### config.mk
export PLATFORM = sky130hd
export DESIGN_NAME = ipp_ram
export DESIGN_NICKNAME = d
export VERILOG_FILES = /design/src/sv/ipp_ram.sv
export SDC_FILE = /design/constraint.sdc
export NUM_CORES = 1
export LEC_CHECK = 0
export BUFFER_PORTS_ARGS = -buffer_cell sky130_fd_sc_hd__buf_2
export CAP_MARGIN = 15
export CELL_PAD_IN_SITES_DETAIL_PLACEMENT = 1
export CELL_PAD_IN_SITES_GLOBAL_PLACEMENT = 2
export CORE_ASPECT_RATIO = 1.2
export CORE_MARGIN = 1
export CORE_UTILIZATION = 45
export DETAILED_ROUTE_END_ITERATION = 16
export PLACE_DENSITY_LB_ADDON = 0.1
export SETUP_SLACK_MARGIN = 0.02
export SLEW_MARGIN = 30
export SYNTH_ARGS = -nofsm -noshare
export SYNTH_HDL_FRONTEND = slang
export SYNTH_SLANG_ARGS = --single-unit
### constraint.sdc
create_clock -name clk_i -period 2.6 [get_ports clk_i]
set_input_delay 0.65 -clock clk_i [delete_from_list [all_inputs] [get_ports clk_i]]
set_output_delay 0.65 -clock clk_i [all_outputs]
set_load 0.01 [all_outputs]
### src/sv/ipp_ram.sv
module ipp_ram #(
  parameter int unsigned WIDTH = 8,
  parameter int unsigned DEPTH = 64
) (
  input  logic                     clk_i,
  input  logic                     we_i,
  input  logic [$clog2(DEPTH)-1:0] waddr_i,
  input  logic [WIDTH-1:0]         wdata_i,
  input  logic                     re_i,
  input  logic [$clog2(DEPTH)-1:0] raddr_i,
  output logic [WIDTH-1:0]         rdata_o
);

  logic [WIDTH-1:0] mem_q [DEPTH];
  logic [WIDTH-1:0] rdata_q;

  // write port
  always_ff @(posedge clk_i) begin
    if (we_i) begin
      mem_q[waddr_i] <= wdata_i;
    end
  end

  // registered read port, holds while not enabled
  always_ff @(posedge clk_i) begin
    if (re_i) begin
      rdata_q <= mem_q[raddr_i];
    end
  end

  assign rdata_o = rdata_q;

endmodule

* Yosys cells after proc, flatten, opt, wreduce, memory -nomap -nowiden
Memories as Yosys holds them, arrays and structs flattened. A register that Yosys moved wholly into a read port is not among the register bits.
Index checks and enable logic that the tools add are counted.
** Operators by class
- Muxes and demuxes :: 2
** Operator list (number)
- 1-bit two-way mux :: 2
** Storage, ports and cells
- Output and inout port bits :: 8
- Memories :: 1
- RAM bits :: 512
- Word-level logic and storage cells :: 3
- Bits in registers :: 0
- Input bits :: 23
** Memories
- mem_q :: depth 64, width 8, rd ports 1, clocked after Yosys merged registers in 1, wr ports 1, RTL line 14 : logic [WIDTH-1:0] mem_q [DEPTH];

* Logic depth before layout (Yosys ltp)
- Depth in word-level cells :: 2
- Mapped depth :: 9
- Gate-level depth less buffers :: 5

* Worst setup path after synthesis
OpenSTA, ideal clock, no wires.
- Path kind :: input-to-reg
- Start :: in raddr_i[1]
- End :: reg rdata_q[3], in the netlist rdata_o[3] (read register of mem_q), data pin
- Setup time :: 0.266 ns
- Setup slack :: 0.144 ns
- Required time :: 2.334 ns
- Arrival time :: 2.190 ns
- Cell stages on the path :: 7
- Buffers on the path :: 3
- Cell sequence :: buf_4 buf_2 buf_2 mux4_2 mux4_2 o21ai_1 o41ai_1
** RTL lines
- from (decl) :: RTL line 10 : input logic [$clog2(DEPTH)-1:0] raddr_i,
- to (decl) :: RTL line 15 : logic [WIDTH-1:0] rdata_q;

==> reports/results.ini <==
[power_and_ir_drop]
p_sw_frac = 0.207
p_int_w = 0.0141
finalPower_w = 0.0178
ir_drop_mv = 0.567
cellLeakagePower_nw = 7.79
power.density_nw_per_um2 = 745
pwr-share-seq = 0.524
combPwrFrac = 0.056
clkPwrFrac = 0.420
switching_power_w = 0.00368

[final_layout]
area_growth_pct = 17.9
layout.cells.non_filler = 1729
drive_gt1_frac = 0.342
final_cell_area_um2 = 23900
multi_input_area_um2 = 4320
final_nets = 1154
fillers = 3860
regArea_um2 = 15600

[sta]
hold_viol = 0
period_minus_slack_ns = 2.44
rsz0062_at_grt = no
worst_pin_slew_ns = 0.656
fin_crit_sh = 0.938
timing.fmax_mhz = 410
max_slew_margin = 0.563
setup_ws_ns = 0.162
slew_violations = 0
finalSetupViolCount = 0
fin_skew_ns = 0.0194

[die]
die-area_um2 = 45800
design.portCount = 31
start_util = 0.459
fp.dieW_um = 196
num_rows = 84
die_h_um = 234
core-area_um2 = 44100

[detailed_routing]
vias_per_cell = 5.80
detail-route-antenna-nets = 0
wl_per_cell_um = 29.0
first_iter_violations = 836
vias = 10000
totalWireLength_um = 50200
drt_drc_violations_left = 0
first_pass_iters = 5

[setup_path]
startpoint_type = primary input
arrival_ns = 2.77
crit_path_max_fanout = 18
end_kind = flip-flop
worstPathCellList = clkbuf_8 -> buf_12 -> mux4_2 -> mux2_2 -> o221a_2 -> nor3_1 -> o32ai_1
cpPeakStageDelay_ns = 0.56
crit_slowest_cell = mux4_2
cp.required_ns = 2.93
reg2reg_depth = 5
path_class = primary input to flip-flop

[yosys]
synth.yosys.seq_area_share = 0.771
yosys.area.top_type = edfxtp_1
synthMuxAreaShare = 0.159
synthesis.area_um2 = 20200
synth.area.top_cells = edfxtp_1, mux4_2, nor2_1, mux2i_1, mux2_2
ys_top_cells_by_count = edfxtp_1, mux4_2, nor2_1, mux2i_1, nand2_1
synth_edf_count = 520
synth_compound_area_frac = 0.0206
synth.most_common_cell = edfxtp_1
synth_fp_nets = 963
synth-xor-area-share = 0
synthAdderAreaFrac = 0
synth.avg_cell_area_um2 = 21.5
synth-main-ff-cell = edfxtp_1
synth-async-reset-ratio = 0
synthDistinctLibCells = 39
synth_top_area_frac = 0.771
synth_simple_gate_area_frac = 0.0337
syn_inst = 940
synth_top_family_by_area = multiplexers
yosysWarningCount = 0
ys_ff_latch = 520

[place]
place.gp.congestion = 0.777
portBuffers = 30
placed_area_um2 = 22200
dpl_worst_slack_ns = -0.491
dp_cells = 1636
hpwl_um = 33800

[clocking]
cts_buffers = 52
cts_tree = built
cts_root_buf = clkbuf_16
worstSkewPairLatency_ns = 0.60
cts_sinks = 520
cts_buffer_depth = 3
cts_setup_buffers = 0
holdBufCountCts = 0
post_cts_resized = 0
clkSlewWorstSetupHoldPaths_ns = 0.06
htreeDepth = 2

[global_route]
overflow = 0
grt_pass1_wl_um = 73500
first_global_vias = 10800
grt_usage = 0.228
antenna_found_initial = 2
grt_start_max_net_pins = 64

[job]
cap_viol_max_count = 0

[worst_hold_path]
hold_path_class = primary input to flip-flop
min_path_cells = 1

[outcome]
status = finished, final reports clean

==> flip-flops by register name, summed over array words and instances, names as in the netlist <==
name     flops
rdata_o      8
mem_q      512
==> critical path: cells and delay by family <==
family                 cells  cell delay (ns)
AND/OR/NAND/NOR            1             0.45
AO/OA/AOI/OAI              2             0.46
multiplexers               2             0.87
buffers and inverters      2             0.32
==> stage by stage <==
step	hold slack, ns	setup TNS, ns	util
after CTS	0.259	0	0.541
after detailed placement	0.892	-2.28	0.503
after global routing	0.283	0	0.541
after global placement	0.887	-2.14	0.503
final	0.295	0	0.541
after floorplan	0.749	0	-
==> cells by family after synthesis <==
kind of cell	Yosys count
compound gates	54
buf+inv	51
flops	520
mux	162
simple gates	153
==> layout by cell type, fill, tap and decap left out, types with 14 or more instances in the layout <==
cell and instances:
buf_12 17, buf_2 27, buf_4 143, clkbuf_16 53, edfxtp_1 520, mux2i_1 23
mux4_2 126, nand2_1 19, nor2_1 83, nor2b_1 14
==> worst paths after layout <==
path | from | to | slack, ns
worst max-delay path | raddr_i[0] | rdata_o[4]$_DFFE_PP_ | 0.16
worst max register to register | mem_q[29][4]$_DFFE_PP_ | rdata_o[4]$_DFFE_PP_ | 0.25
worst min-delay path | wdata_i[6] | mem_q[54][6]$_DFFE_PP_ | 0.30
worst min register to register | mem_q[30][6]$_DFFE_PP_ | rdata_o[6]$_DFFE_PP_ | 0.98
==> layout make-up <==
| cell class | count | area share |
|---|---|---|
| repair buffers | 188 | 0.0655 |
| well taps | 559 | 0.0293 |
| diodes | 1 | 0.000105 |
| flip-flops and latches | 520 | 0.654 |
| multi-input cells | 369 | 0.181 |
| clock inverters | 31 | 0.0136 |
| clock buffers | 61 | 0.0568 |
==> layer usage <==
metal | vias up | global-route usage | routed length [um]
li1 | 4323 | - | -
met1 | 5355 | 0.305 | 21400
met2 | 270 | 0.380 | 24900
met3 | 80 | 0.0385 | 2510
met4 | 0 | 0.0778 | 1420
met5 | - | 0 | 0
==> power groups by stage <==
stage          combinational, W  sequential, W  clock [W]
6_report               0.000988        0.00932    0.00748
5_1_grt                 0.00106        0.00932    0.00790
3_3_place_gp           0.000978        0.00950          0
2_1_floorplan          0.000495        0.00949          0
4_1_cts                 0.00101        0.00932    0.00764
3_5_place_dp            0.00101        0.00950          0
(Power assumes the default switching activity.)
