`config.mk`:
```
export PLATFORM = sky130hd
export DESIGN_NAME = ipp_rem
export DESIGN_NICKNAME = d
export VERILOG_FILES = /design/src/sv/ipp_pkg.sv /design/src/sv/ipp_rem.sv
export SDC_FILE = /design/constraint.sdc
export NUM_CORES = 1
export LEC_CHECK = 0
export BUFFER_PORTS_ARGS = -buffer_cell sky130_fd_sc_hd__buf_2
export CAP_MARGIN = 20
export CORE_ASPECT_RATIO = 0.75
export CORE_MARGIN = 2
export CORE_UTILIZATION = 45
export CTS_CLUSTER_DIAMETER = 120
export DETAILED_ROUTE_END_ITERATION = 8
export PLACE_DENSITY_LB_ADDON = 0.1
export SLEW_MARGIN = 20
export SYNTH_ARGS = -nofsm -noshare
export SYNTH_HDL_FRONTEND = slang
export SYNTH_SLANG_ARGS = --single-unit
```
`constraint.sdc`:
```
create_clock -name clk_i -period 3.3 [get_ports clk_i]
set_input_delay 0.66 -clock clk_i [delete_from_list [all_inputs] [get_ports clk_i]]
set_output_delay 0.66 -clock clk_i [all_outputs]
set_load 0.02 [all_outputs]
```
`src/sv/ipp_pkg.sv`:
```
package ipp_pkg;

  // fixed field widths
  localparam int unsigned COORD_W  = 24;
  localparam int unsigned RADIUS_W = 20;
  localparam int unsigned STEP_W   = 32;
  localparam int unsigned PERIOD_W = 16;
  localparam int unsigned FORCE_W  = 32;
  localparam int unsigned INDEX_W  = 6;
  localparam int unsigned CFG_IDX_W  = 1;
  localparam int unsigned CFG_DATA_W = 32;

  // contact gap added to the sum of both radii, in nm
  localparam int unsigned CONTACT_GAP_NM = 200;

  // arithmetic widths of the pair check
  localparam int unsigned DIFF_W  = COORD_W + 1;
  localparam int unsigned SQ_W    = 2 * COORD_W;
  localparam int unsigned SUM_W   = SQ_W + 2;
  localparam int unsigned REACH_W = RADIUS_W + 2;
  localparam int unsigned REACH2_W = 2 * REACH_W;

  typedef enum logic [CFG_IDX_W-1:0] {
    CFG_UPDATE_PERIOD = 1'b0,
    CFG_SWIM_FORCE    = 1'b1
  } cfg_idx_e;

  typedef enum logic [1:0] {
    ST_LOAD,
    ST_DIV,
    ST_EVAL,
    ST_DRAIN
  } phase_e;

  typedef struct packed {
    logic signed [COORD_W-1:0] pos_x;
    logic signed [COORD_W-1:0] pos_y;
    logic signed [COORD_W-1:0] pos_z;
    logic [RADIUS_W-1:0]       sphere_radius;
    logic [STEP_W-1:0]         timestep;
    logic                      last_particle;
  } in_item_t;

  typedef struct packed {
    logic [INDEX_W-1:0]        particle_index;
    logic                      isolated;
    logic signed [FORCE_W-1:0] force_z_add;
    logic                      last_result;
  } out_item_t;

  // one stored sphere
  typedef struct packed {
    logic signed [COORD_W-1:0] x;
    logic signed [COORD_W-1:0] y;
    logic signed [COORD_W-1:0] z;
    logic [RADIUS_W-1:0]       r;
  } sphere_t;

  localparam int unsigned SPHERE_W = $bits(sphere_t);

  // tag that travels with one pair down the check pipeline
  typedef struct packed {
    logic               valid;
    logic               distinct;
    logic               row_end;
    logic               last;
    logic [INDEX_W-1:0] idx;
  } pair_tag_t;

  // remainder unit status
  typedef struct packed {
    logic                done;
    logic [PERIOD_W-1:0] rem;
  } rem_stat_t;

endpackage

```
`src/sv/ipp_rem.sv`:
```
module ipp_rem (
  input  logic                         clk_i,
  input  logic                         rst_ni,
  input  logic                         start_i,
  input  logic [ipp_pkg::STEP_W-1:0]   num_i,
  input  logic [ipp_pkg::PERIOD_W-1:0] den_i,
  output ipp_pkg::rem_stat_t           stat_o
);
  import ipp_pkg::*;

  localparam int unsigned CNT_W = $clog2(STEP_W);

  logic                busy_q, busy_d;
  logic                done_q, done_d;
  logic [CNT_W-1:0]    cnt_q, cnt_d;
  logic [PERIOD_W-1:0] rem_q, rem_d;
  logic [STEP_W-1:0]   num_q, num_d;
  logic [PERIOD_W:0]   trial;

  // one restoring step per cycle, dividend bits from the top
  always_comb begin
    busy_d = busy_q;
    done_d = 1'b0;
    cnt_d  = cnt_q;
    rem_d  = rem_q;
    num_d  = num_q;
    trial  = {rem_q, num_q[STEP_W-1]};
    if (start_i) begin
      busy_d = 1'b1;
      cnt_d  = '0;
      rem_d  = '0;
      num_d  = num_i;
    end else if (busy_q) begin
      if (trial >= {1'b0, den_i}) begin
        rem_d = PERIOD_W'(trial - {1'b0, den_i});
      end else begin
        rem_d = trial[PERIOD_W-1:0];
      end
      num_d = {num_q[STEP_W-2:0], 1'b0};
      cnt_d = cnt_q + CNT_W'(1);
      if (cnt_q == CNT_W'(STEP_W - 1)) begin
        busy_d = 1'b0;
        done_d = 1'b1;
      end
    end
  end

  always_ff @(posedge clk_i or negedge rst_ni) begin
    if (!rst_ni) begin
      busy_q <= 1'b0;
      done_q <= 1'b0;
      cnt_q  <= '0;
    end else begin
      busy_q <= busy_d;
      done_q <= done_d;
      cnt_q  <= cnt_d;
    end
  end

  always_ff @(posedge clk_i) begin
    rem_q <= rem_d;
    num_q <= num_d;
  end

  assign stat_o.done = done_q;
  assign stat_o.rem  = rem_q;

endmodule

```
**Word level (Yosys, flattened, before mapping)**

Index checks and enable logic that the tools add are counted.

- Logic and storage cells: 21
- Input bits: 51
- Output and inout bits: 17
- Register bits after elaboration: 55

- $lt $le $gt $ge: 1
- Equal/unequal tests: 1
- Add/sub/neg operators: 2
- Mux-type cells: 11
- Reductions and logical operators: 1

Operator list:

| kind | number |
|---|---|
| 32-bit 2-to-1 mux | 2 |
| 17-bit by 16-bit greater-or-equal comparator with 1-bit output | 1 |
| 16-bit 2-to-1 mux | 1 |
| 16-bit subtractor | 1 |
| 5-bit 2-to-1 mux | 2 |
| 1-bit 2-to-1 mux | 6 |
| 5-bit by 1-bit adder with 5-bit output, second input constant | 1 |
| 5-bit equality test, second input constant | 1 |
| 2-bit nonzero test | 1 |

**Longest topological paths before layout**

Gate-level depths: netlist of the first run.

- Depth in word-level cells: 4
- Depth in mapped cells: 11
- Mapped depth without buffers: 10

**Worst setup path before layout of the first run**

No wires, ideal clock.

- Path type: in2reg
- From: input den_i[14] (netlist name)
- To: register rem_q[14]
- Path buffers: 2
- Stages on the path: 9
- Data arrival time: 2.667 ns
- Data required time: 3.178 ns
- Path slack: 0.511 ns
- Path through: inv_1 ha_1 a21o_1 a211o_1 or3_4 o31a_1 buf_6 buf_8 a311o_1

- Word-level cells in the longest chain between the ends: 2
- Elaborated cells between the ends (all ways): 3
- Those cells by class: add/sub: 1; order compare: 1; mux: 1

Ends and longest elaborated chain:

| what | RTL line | text |
|---|---|---|
| start: declaration | ipp_rem.sv:6 | `input logic [ipp_pkg::PERIOD_W-1:0] den_i,` |
| 16-bit subtractor or 17-bit by 16-bit greater-or-equal comparator with 1-bit output (tied branches) | ipp_rem.sv:35, ipp_rem.sv:34 |  |
| 16-bit 2-to-1 mux (*) | ipp_rem.sv:34 | `if (trial >= {1'b0, den_i}) begin` |
| end signal: assignment | ipp_rem.sv:61 | `rem_q <= rem_d;` |
| end: declaration | ipp_rem.sv:16 | `logic [PERIOD_W-1:0] rem_q, rem_d;` |

Every way passes the cells marked *; elsewhere a longest branch is shown, timed or not.
A chain may end at the register's enable or synchronous reset.

**Worst setup path in the final report of the first run**

- From: register num_q[31]
- To: register rem_q[14]

- Word-level cells in the longest chain between the ends: 2
- Elaborated cells between the ends (all ways): 3
- Those cells by class: add/sub: 1; order compare: 1; mux: 1

Ends and longest elaborated chain:

| what | RTL line | text |
|---|---|---|
| start: declaration | ipp_rem.sv:17 | `logic [STEP_W-1:0] num_q, num_d;` |
| start signal: assignment | ipp_rem.sv:62 | `num_q <= num_d;` |
| 16-bit subtractor or 17-bit by 16-bit greater-or-equal comparator with 1-bit output (tied branches) | ipp_rem.sv:35, ipp_rem.sv:34 |  |
| 16-bit 2-to-1 mux (*) | ipp_rem.sv:34 |  |

Marks and branches as above.

==> results of run 1 <==
-- power by group through the flow --
stage	sequential (mW)	combinational (mW)	clock (mW)
floorplan	0.806	0.126	0
global placement	0.808	0.187	0
detailed placement	0.810	0.189	0
CTS	0.796	0.191	0.372
global route	0.800	0.209	0.396
finish	0.795	0.189	0.358
-- logic make-up (layout without fill, tap and decap cells) --
| kind of cell | after synthesis | after routing |
|---|---|---|
| simple gates | 86 | 86 |
| mux | 34 | 34 |
| fa+ha+maj | 19 | 19 |
| flops | 55 | 55 |
| compound gates | 72 | 72 |
| xor+xnor | 9 | 9 |
| buf+inv | 41 | 108 |
-- per-stage QoR --
stage / cells / utilization [%] / area [µm²]
final: 481 / 55.16 / 3822
after floorplan: 316 / - / 3289
after global routing: 481 / 55.16 / 3822
after global placement: 473 / 53.99 / 3741
after CTS: 481 / 55.16 / 3822
after detailed placement: 473 / 53.99 / 3741
-- state kept, by name, summed over array words and instances (netlist names) --
name and flops:
busy_q 1, cnt_q 5, done_q 1, num_q 32
rem_q 16
-- Yosys cell counts (all sizes together), types with 2 or more instances --
library cell / number
a21oi: 8
o21a: 4
a41oi: 2
o22ai: 2
nor4: 5
o31ai: 5
clkbuf: 9
nand3: 7
o31a: 3
and3: 6
a31oi: 2
xnor2: 6
o21ai: 15
mux2: 31
nand2: 18
a211oi: 6
dfxtp: 16
or3: 5
mux2i: 3
edfxtp: 32
o211ai: 4
xor2: 3
dfrtp: 7
nor3: 12
buf: 9
a311oi: 5
inv: 23
nand4: 3
a211o: 2
o21bai: 3
o211a: 2
ha: 18
a311o: 2
nor2: 26
-- final timing paths --
kind / start / endpoint / cells past startpoint
setup / recovery: num_q[31] / rem_q[14] / 10
hold / removal: rst_ni / done_q / 1
setup reg to reg: num_q[31] / rem_q[14] / 10
hold reg to reg: rem_q[9] / rem_q[10] / 2
max in group asynchronous: rst_ni / cnt_q[1] / 1
min in group clk_i: rem_q[9] / rem_q[10] / 2
-- worst reg2reg max path: stages (launching register included) --
cell and delay [ps]:
edfxtp_1 380, inv_1 100, ha_1 170, inv_1 60, fa_1 400, a211oi_1 360
nor4_1 170, o31ai_1 330, a21oi_1 120, xor2_1 150, a311o_1 340
-- metal layers --
layer  GRT usage [%]  routed length [µm]  up-vias
met5               0                   0        -
met4           3.467                  35        0
met3           3.829                 467        5
met2           25.36                3067       91
met1           29.48                3686     1229
li1                -                   -     1311
-- area by class of cell --
type | instances | area [µm²]
Fill cell | 635 | 3107
Multi-Input combinational cell | 220 | 1653
Sequential cell | 55 | 1456
Timing Repair Buffer | 77 | 422.9
Tap cell | 98 | 122.6
Inverter | 23 | 86.33
Clock buffer | 7 | 76.32
Clock inverter | 1 | 5.005
==> results.cfg, run 1 <==
[status]
outcome = completed

[pwr]
p_total_mw = 1.343
p_sw_mw = 0.3181
p_leak_nw = 1.724
pwr-share-seq_pct = 59.2
vdd_ir_drop_max_v = 0.0002051
power_report.internal_total_mw = 1.025
switching_share_pct = 23.69
combPwrFrac_pct = 14.1
clockPowerShare_pct = 26.7
powerDensity_mw_per_mm2 = 351.3

[finish]
layout.cells.most_common = buf_2
diodes = 0
final_cell_mix = buf_2, edfxtp_1, mux2_2
area_growth_pct = 16.20
layout-drive-gt1-share_pct = 31.33
final_nets = 452

[grt]
grt_usage_pct = 18.36
grt_pass1_vias = 2327
grt_max_degree = 50
grt_pass1_wl_mm = 11.50
antenna_found_initial = 0
grt_overflow_total = 0

[routing]
ant_nets = 0
drc = 0
wire_per_inst_um = 15.09
drt_first_pass_iters = 5
wl_mm = 7.257
dr.first_iter.drc_count = 103
via_count = 2636
viasPerCell = 5.480

[worst_hold_path]
hold_class = primary input to async pin

[synthesis]
synth_top_area_share_pct = 29.21
synth.area.top_cells = edfxtp_1, mux2_2, dfxtp_1
synth-simple-area-share_pct = 12.59
ys_seq_area_share_pct = 44.28
yosysUniqueCellTypes = 53
synth_compound_area_share_pct = 16.28
synth_top_family_by_area = compound AO/OA/AOI/OAI gates
post-synth-top-area-cell = edfxtp_1
async_reset_ff_share_pct = 12.73
ys_warn_count = 0
synth_xor_area_share_pct = 2.396
avgSynthCellArea_um2 = 10.41
synth-seq-cells = 55
syn_area_mm2 = 0.003289
synth_adder_area_share_pct = 7.455
ys.flop_type = edfxtp_1
synth_mux_area_share_pct = 11.53
synthesis.nets = 386
postSynthCellCount = 316
synth_edf_count = 32

[timing]
setup_viol = 0
fin_hold_ws_ps = 170.8
timing.fmax_ghz = 0.3736
fin_setup_tns_ps = 0
report.final.hold_viol_count = 0
worst_slew_pin_slew_ps = 677.9
slew_violations = 0
rsz0062_at_grt = no
min_period_over_period_pct = 81.11
slew_headroom_pct = 54.39
timing.final.ws_setup_ps = 623.5
skew_ps = 5.308
fin_crit_ps = 2677

[setup_path]
critPathMostFrequentCell = inv_1
crit_family = compound AO/OA/AOI/OAI gates
cp.required_ps = 3500
reg2reg_slack_ps = 620
path_cells = inv_1 > ha_1 > inv_1 > fa_1 > a211oi_1 > nor4_1 > o31ai_1 > a21oi_1 > xor2_1 > a311o_1
critPathMaxFanout = 4
worst_setup_path_end_kind = flop
cp.buffers_inverters = 2
worstSetupStartpointType = flop
critPathMaxStageDelay_ps = 400
crit_arrival_ps = 2880
cp_slowest_cell = fa_1
crit_type = flop to flop

[clock_tree]
path_clk_slew_ps = 100
numCtsBuffers = 5
clock-sinks = 55
post_cts_buffers = 0
cts_buffer_depth = 2
root_buffer = clkbuf_8
htreeDepth = 2
cts.repair.resized = 0
clk_latency_ps = 300
cts_tree = built
cts_hold_buf = 0

[place]
hpwl_mm = 5.318
io_buffers = 67
gp_congestion = 0.8780
dp_slack_ps = 344.3

[floorplan]
io_pins = 68
core_mm2 = 0.006929
initial_core_util_pct = 47.47
num_rows = 26
die_w_um = 102.7
die_h_um = 78.04
die-area_mm2 = 0.008017

[job]
drv_cap = 0
(Power assumes the default switching activity.)
==> inputs of run 2 (changes only) <==
Clock period 3.3 ns to 2.75 ns, I/O delays scaled along.
==> results.cfg, run 2 (synthesis gave the netlist of run 1 again) <==
[grt]
grt_usage_pct = 19.80
grt_max_degree = 36
grt_overflow_total = 0
grt_pass1_wl_mm = 12.58
antenna_found_initial = 0
grt_pass1_vias = 2576

[pwr]
vdd_ir_drop_max_v = 0.0002508
clockPowerShare_pct = 26.2
power_report.internal_total_mw = 1.249
combPwrFrac_pct = 16.1
p_sw_mw = 0.3987
powerDensity_mw_per_mm2 = 397.7
pwr-share-seq_pct = 57.8
p_leak_nw = 1.921
switching_share_pct = 24.19

[floorplan]
die_h_um = 78.04
io_pins = 68
die_w_um = 102.7
core_mm2 = 0.006929
initial_core_util_pct = 47.47
die-area_mm2 = 0.008017
num_rows = 26

[finish]
final_cell_mix = buf_2, buf_4, edfxtp_1
fillers = 626
layout.cells.most_common = buf_2
largest_register_ffs = 32
top_register = num_q
layout-drive-gt1-share_pct = 38.48
diodes = 0
area_growth_pct = 25.98
largest_registers = num_q: 32 flops, rem_q: 16 flops, cnt_q: 5 flops
final_area_mm2 = 0.004144
final_nets = 490

[setup_path]
path_cells = buf_2 > inv_1 > ha_1 > a21o_1 > a211o_1 > or3_4 > buf_4 > o31ai_4 > buf_4 > nand2_1 > a311oi_2
reg2regPathDepth = 9
crit_arrival_ps = 2860
r2r_start = rem_q[13]
timing.rr.end = rem_q[10]
cp.required_ps = 2970
critPathMaxStageDelay_ps = 390
worst_setup_path_end_kind = flop
crit_type = primary input to flop
worstSetupStartpointType = primary input
critPathMaxFanout = 6
reg2reg_slack_ps = 130
cp_slowest_cell = or3_4
critPathMostFrequentCell = buf_4

[clock_tree]
path_clk_slew_ps = 100
cts_tree = built
cts_buffer_depth = 2
clk_latency_ps = 300
htreeDepth = 2
root_buffer = clkbuf_8
clock-sinks = 55
numCtsBuffers = 5

[timing]
fin_crit_ps = 2638
timing.fmax_ghz = 0.3791
slew_violations = 0
skew_ps = 2.482
min_period_over_period_pct = 95.91
timing.final.ws_setup_ps = 112.5
slew_headroom_pct = 56.30
worst_slew_pin_slew_ps = 649.6
report.final.hold_viol_count = 0
setup_viol = 0
rsz0062_at_grt = no

[status]
outcome = completed

[job]
drv_cap = 0

[place]
gp_congestion = 0.8744
dp_slack_ps = -190.7
io_buffers = 67
dpl_cell_area_mm2 = 0.004031
hpwl_mm = 5.917

[routing]
dr.first_iter.drc_count = 79
ant_nets = 0
viasPerCell = 5.303
via_count = 2752
wl_mm = 7.770
wire_per_inst_um = 14.97
drt_first_pass_iters = 5
drc = 0

[worst_hold_path]
hold_class = primary input to async pin
-- run 2: changes by cell type in the layout (fill, tap and decap cells not counted), sizes merged --
cell,before,now
buf,77,115
clkinvlp,0,1
clkbuf,7,5
clkinv,1,2
-- run 2: area by class of cell --
cell class	instances	area (µm²)	share of cell area (%)
timing repair buffer	115	724.4	17.48
multi-input combinational	220	1669	40.28
clock buffer	5	68.82	1.661
inverter	23	86.33	2.083
clock inverter	3	15.01	0.3623
tap	98	122.6	2.959
sequential	55	1458	35.18
-- run 2: worst max path at each step --
stage | from | end | slack (ps) | depth (start not counted)
finish | den_i[14] | rem_q[10] | 110 | 11
global route | rem_q[13] | rem_q[6] | 5 | 9
CTS | num_q[31] | rem_q[14] | 90 | 10
detailed placement | den_i[14] | rem_q[4] | -190 | 11
global placement | den_i[14] | rem_q[8] | -80 | 11
floorplan | den_i[14] | rem_q[14] | 70 | 9
-- run 2: stage by stage --
step | hold WS (ps) | TNS [ps] | utilization (%) | power (mW) | std cells
finish | 66.14 | 0 | 59.81 | 1.648 | 519
global route | 62.65 | 0 | 59.81 | 1.724 | 519
CTS | 63.14 | 0 | 59.39 | 1.657 | 518
detailed placement | 393.0 | -1107 | 58.18 | 1.233 | 510
global placement | 392.3 | -404.4 | 58.18 | 1.223 | 510
floorplan | 254.4 | 0 | - | 1.119 | 316
-- run 2: repair_timing --
| item | in CTS | in global routing |
|---|---|---|
| setup buffers | 0 | 1 |
| endpoints found under the setup margin | 0 | 7 |
| hold buffers | 0 | 0 |
| gates resized for setup | 0 | 5 |
-- run 2: worst max-delay path: cells and delay by family --
| kind | cells | cell delay, ps |
|---|---|---|
| simple gates | 2 | 450 |
| buf+inv | 4 | 440 |
| fa+ha+maj | 1 | 300 |
| compound gates | 4 | 1100 |
-- run 2: routing by layer --
layer | part of all wire, % | wire [µm] | track usage [%] | vias to the layer above
met5 | 0 | 0 | 0 | -
met4 | 0 | 0 | 1.600 | 0
met3 | 5.0 | 389 | 4.363 | 0
met2 | 43 | 3316 | 28.89 | 74
met1 | 52 | 4064 | 31.23 | 1286
li1 | - | - | - | 1392
-- run 2: power groups by stage --
stage | registers, mW | clock network (mW) | logic [mW]
6_report | 0.952 | 0.431 | 0.265
5_1_grt | 0.959 | 0.473 | 0.293
4_1_cts | 0.953 | 0.440 | 0.264
3_5_place_dp | 0.970 | 0 | 0.262
2_1_floorplan | 0.967 | 0 | 0.151
3_3_place_gp | 0.969 | 0 | 0.254
==> inputs of run 3 (changes only) <==
Settings changed: CORE_MARGIN 2 to unset.
==> results.cfg, run 3 (synthesis gave the netlist of run 1 again) <==
[clock_tree]
cts.repair.resized = 0
root_buffer = clkbuf_8
post_cts_buffers = 0
path_clk_slew_ps = 110
htreeDepth = 2
clk_latency_ps = 320
clock-sinks = 55
cts_hold_buf = 0
numCtsBuffers = 5
cts_tree = built
cts_buffer_depth = 2

[worst_hold_path]
hold_class = primary input to async pin

[timing]
worst_slew_pin_slew_ps = 703.9
report.final.hold_viol_count = 0
rsz0062_at_grt = no
setup_viol = 0
fin_hold_ws_ps = 41.87
slew_headroom_pct = 52.64
skew_ps = 10.44
slew_violations = 0
fin_crit_ps = 2502
timing.fmax_ghz = 0.3997
min_period_over_period_pct = 90.98

[grt]
grt_pass1_wl_mm = 12.70
grt_usage_pct = 21.13
grt_pass1_vias = 2542
grt_overflow_total = 0
antenna_found_initial = 0
grt_max_degree = 50

[floorplan]
core_mm2 = 0.006929
die-area_mm2 = 0.007659
io_pins = 68
num_rows = 26
die_w_um = 100.7
die_h_um = 76.04
initial_core_util_pct = 47.47

[setup_path]
critPathMaxFanout = 4
cp.required_ps = 2970
crit_arrival_ps = 2720
crit_type = flop to flop
worstSetupStartpointType = flop
worst_setup_path_end_kind = flop
r2r_start = num_q[31]
crit_start = num_q[31]

[finish]
fillers = 637
stdcell_count = 500
largest_registers = num_q: 32 flops, rem_q: 16 flops, cnt_q: 5 flops
layout-drive-gt1-share_pct = 35.32
area_growth_pct = 21.34
final_nets = 471
diodes = 0
largest_register_ffs = 32
top_register = num_q
layout.cells.most_common = buf_2
final_cell_mix = buf_2, edfxtp_1, mux2_2

[job]
drv_cap = 0

[place]
dpl.cell_count = 492
gp_congestion = 0.8760
hpwl_mm = 5.586
io_buffers = 67

[routing]
drt_first_pass_iters = 5
via_count = 2700
drc = 0
viasPerCell = 5.400
wire_per_inst_um = 15.08
ant_nets = 0
wl_mm = 7.542
dr.first_iter.drc_count = 109

[pwr]
powerDensity_mw_per_mm2 = 441.6
vdd_ir_drop_max_v = 0.0002890
p_leak_nw = 1.830
p_total_mw = 1.762

[status]
outcome = completed
==> run 3: report_power, final <==
| part | internal, mW | total, mW | switching, mW |
|---|---|---|---|
| sequential | 0.932 | 0.953 | 0.0212 |
| combinational | 0.131 | 0.245 | 0.114 |
| clock | 0.275 | 0.564 | 0.289 |
| total | 1.34 | 1.76 | 0.425 |
==> run 3: final timing paths <==
kind,endpoint,slack [ps],depth (start not counted)
max,rem_q[14],250,10
min,cnt_q[2],40,1
max reg2reg,rem_q[14],250,10
min reg2reg,rem_q[6],530,2
max in group asynchronous,cnt_q[0],2560,1
min in group clk_i,num_q[6],530,2
==> run 3: layer usage <==
layer	track usage [%]	vias up	part of all wire, %
li1	-	1341	-
met1	32.76	1287	51
met2	30.00	68	43
met3	5.688	4	5.5
met4	2.754	0	0.40
met5	0	-	0
==> run 3: area by class of cell <==
type	count	area (µm²)	share of cell area (%)
multi-input combinational	220	1658	41.54
sequential	55	1456	36.49
timing repair buffer	96	553.0	13.86
tap	98	122.6	3.072
inverter	23	86.33	2.163
clock buffer	5	68.82	1.724
clock inverter	3	46.29	1.160
==> run 3: through the flow <==
step	area [µm²]	TNS [ps]	worst slack, ps	utilization, %
6_report	3991	0	248.1	57.60
4_1_cts	3986	0	167.2	57.53
2_1_floorplan	3289	0	71.20	-
3_5_place_dp	3871	-73.97	-35.45	55.87
3_3_place_gp	3871	0	26.52	55.87
5_1_grt	3991	0	81.42	57.60
==> run 3: worst max-delay path, cell delays in order (launching register included) <==
cell	delay, ps
edfxtp_1	370
inv_1	100
ha_1	160
inv_1	50
fa_1	420
a211oi_2	280
nor4_1	140
o31ai_1	280
a21oi_1	120
xor2_1	150
a311o_1	340
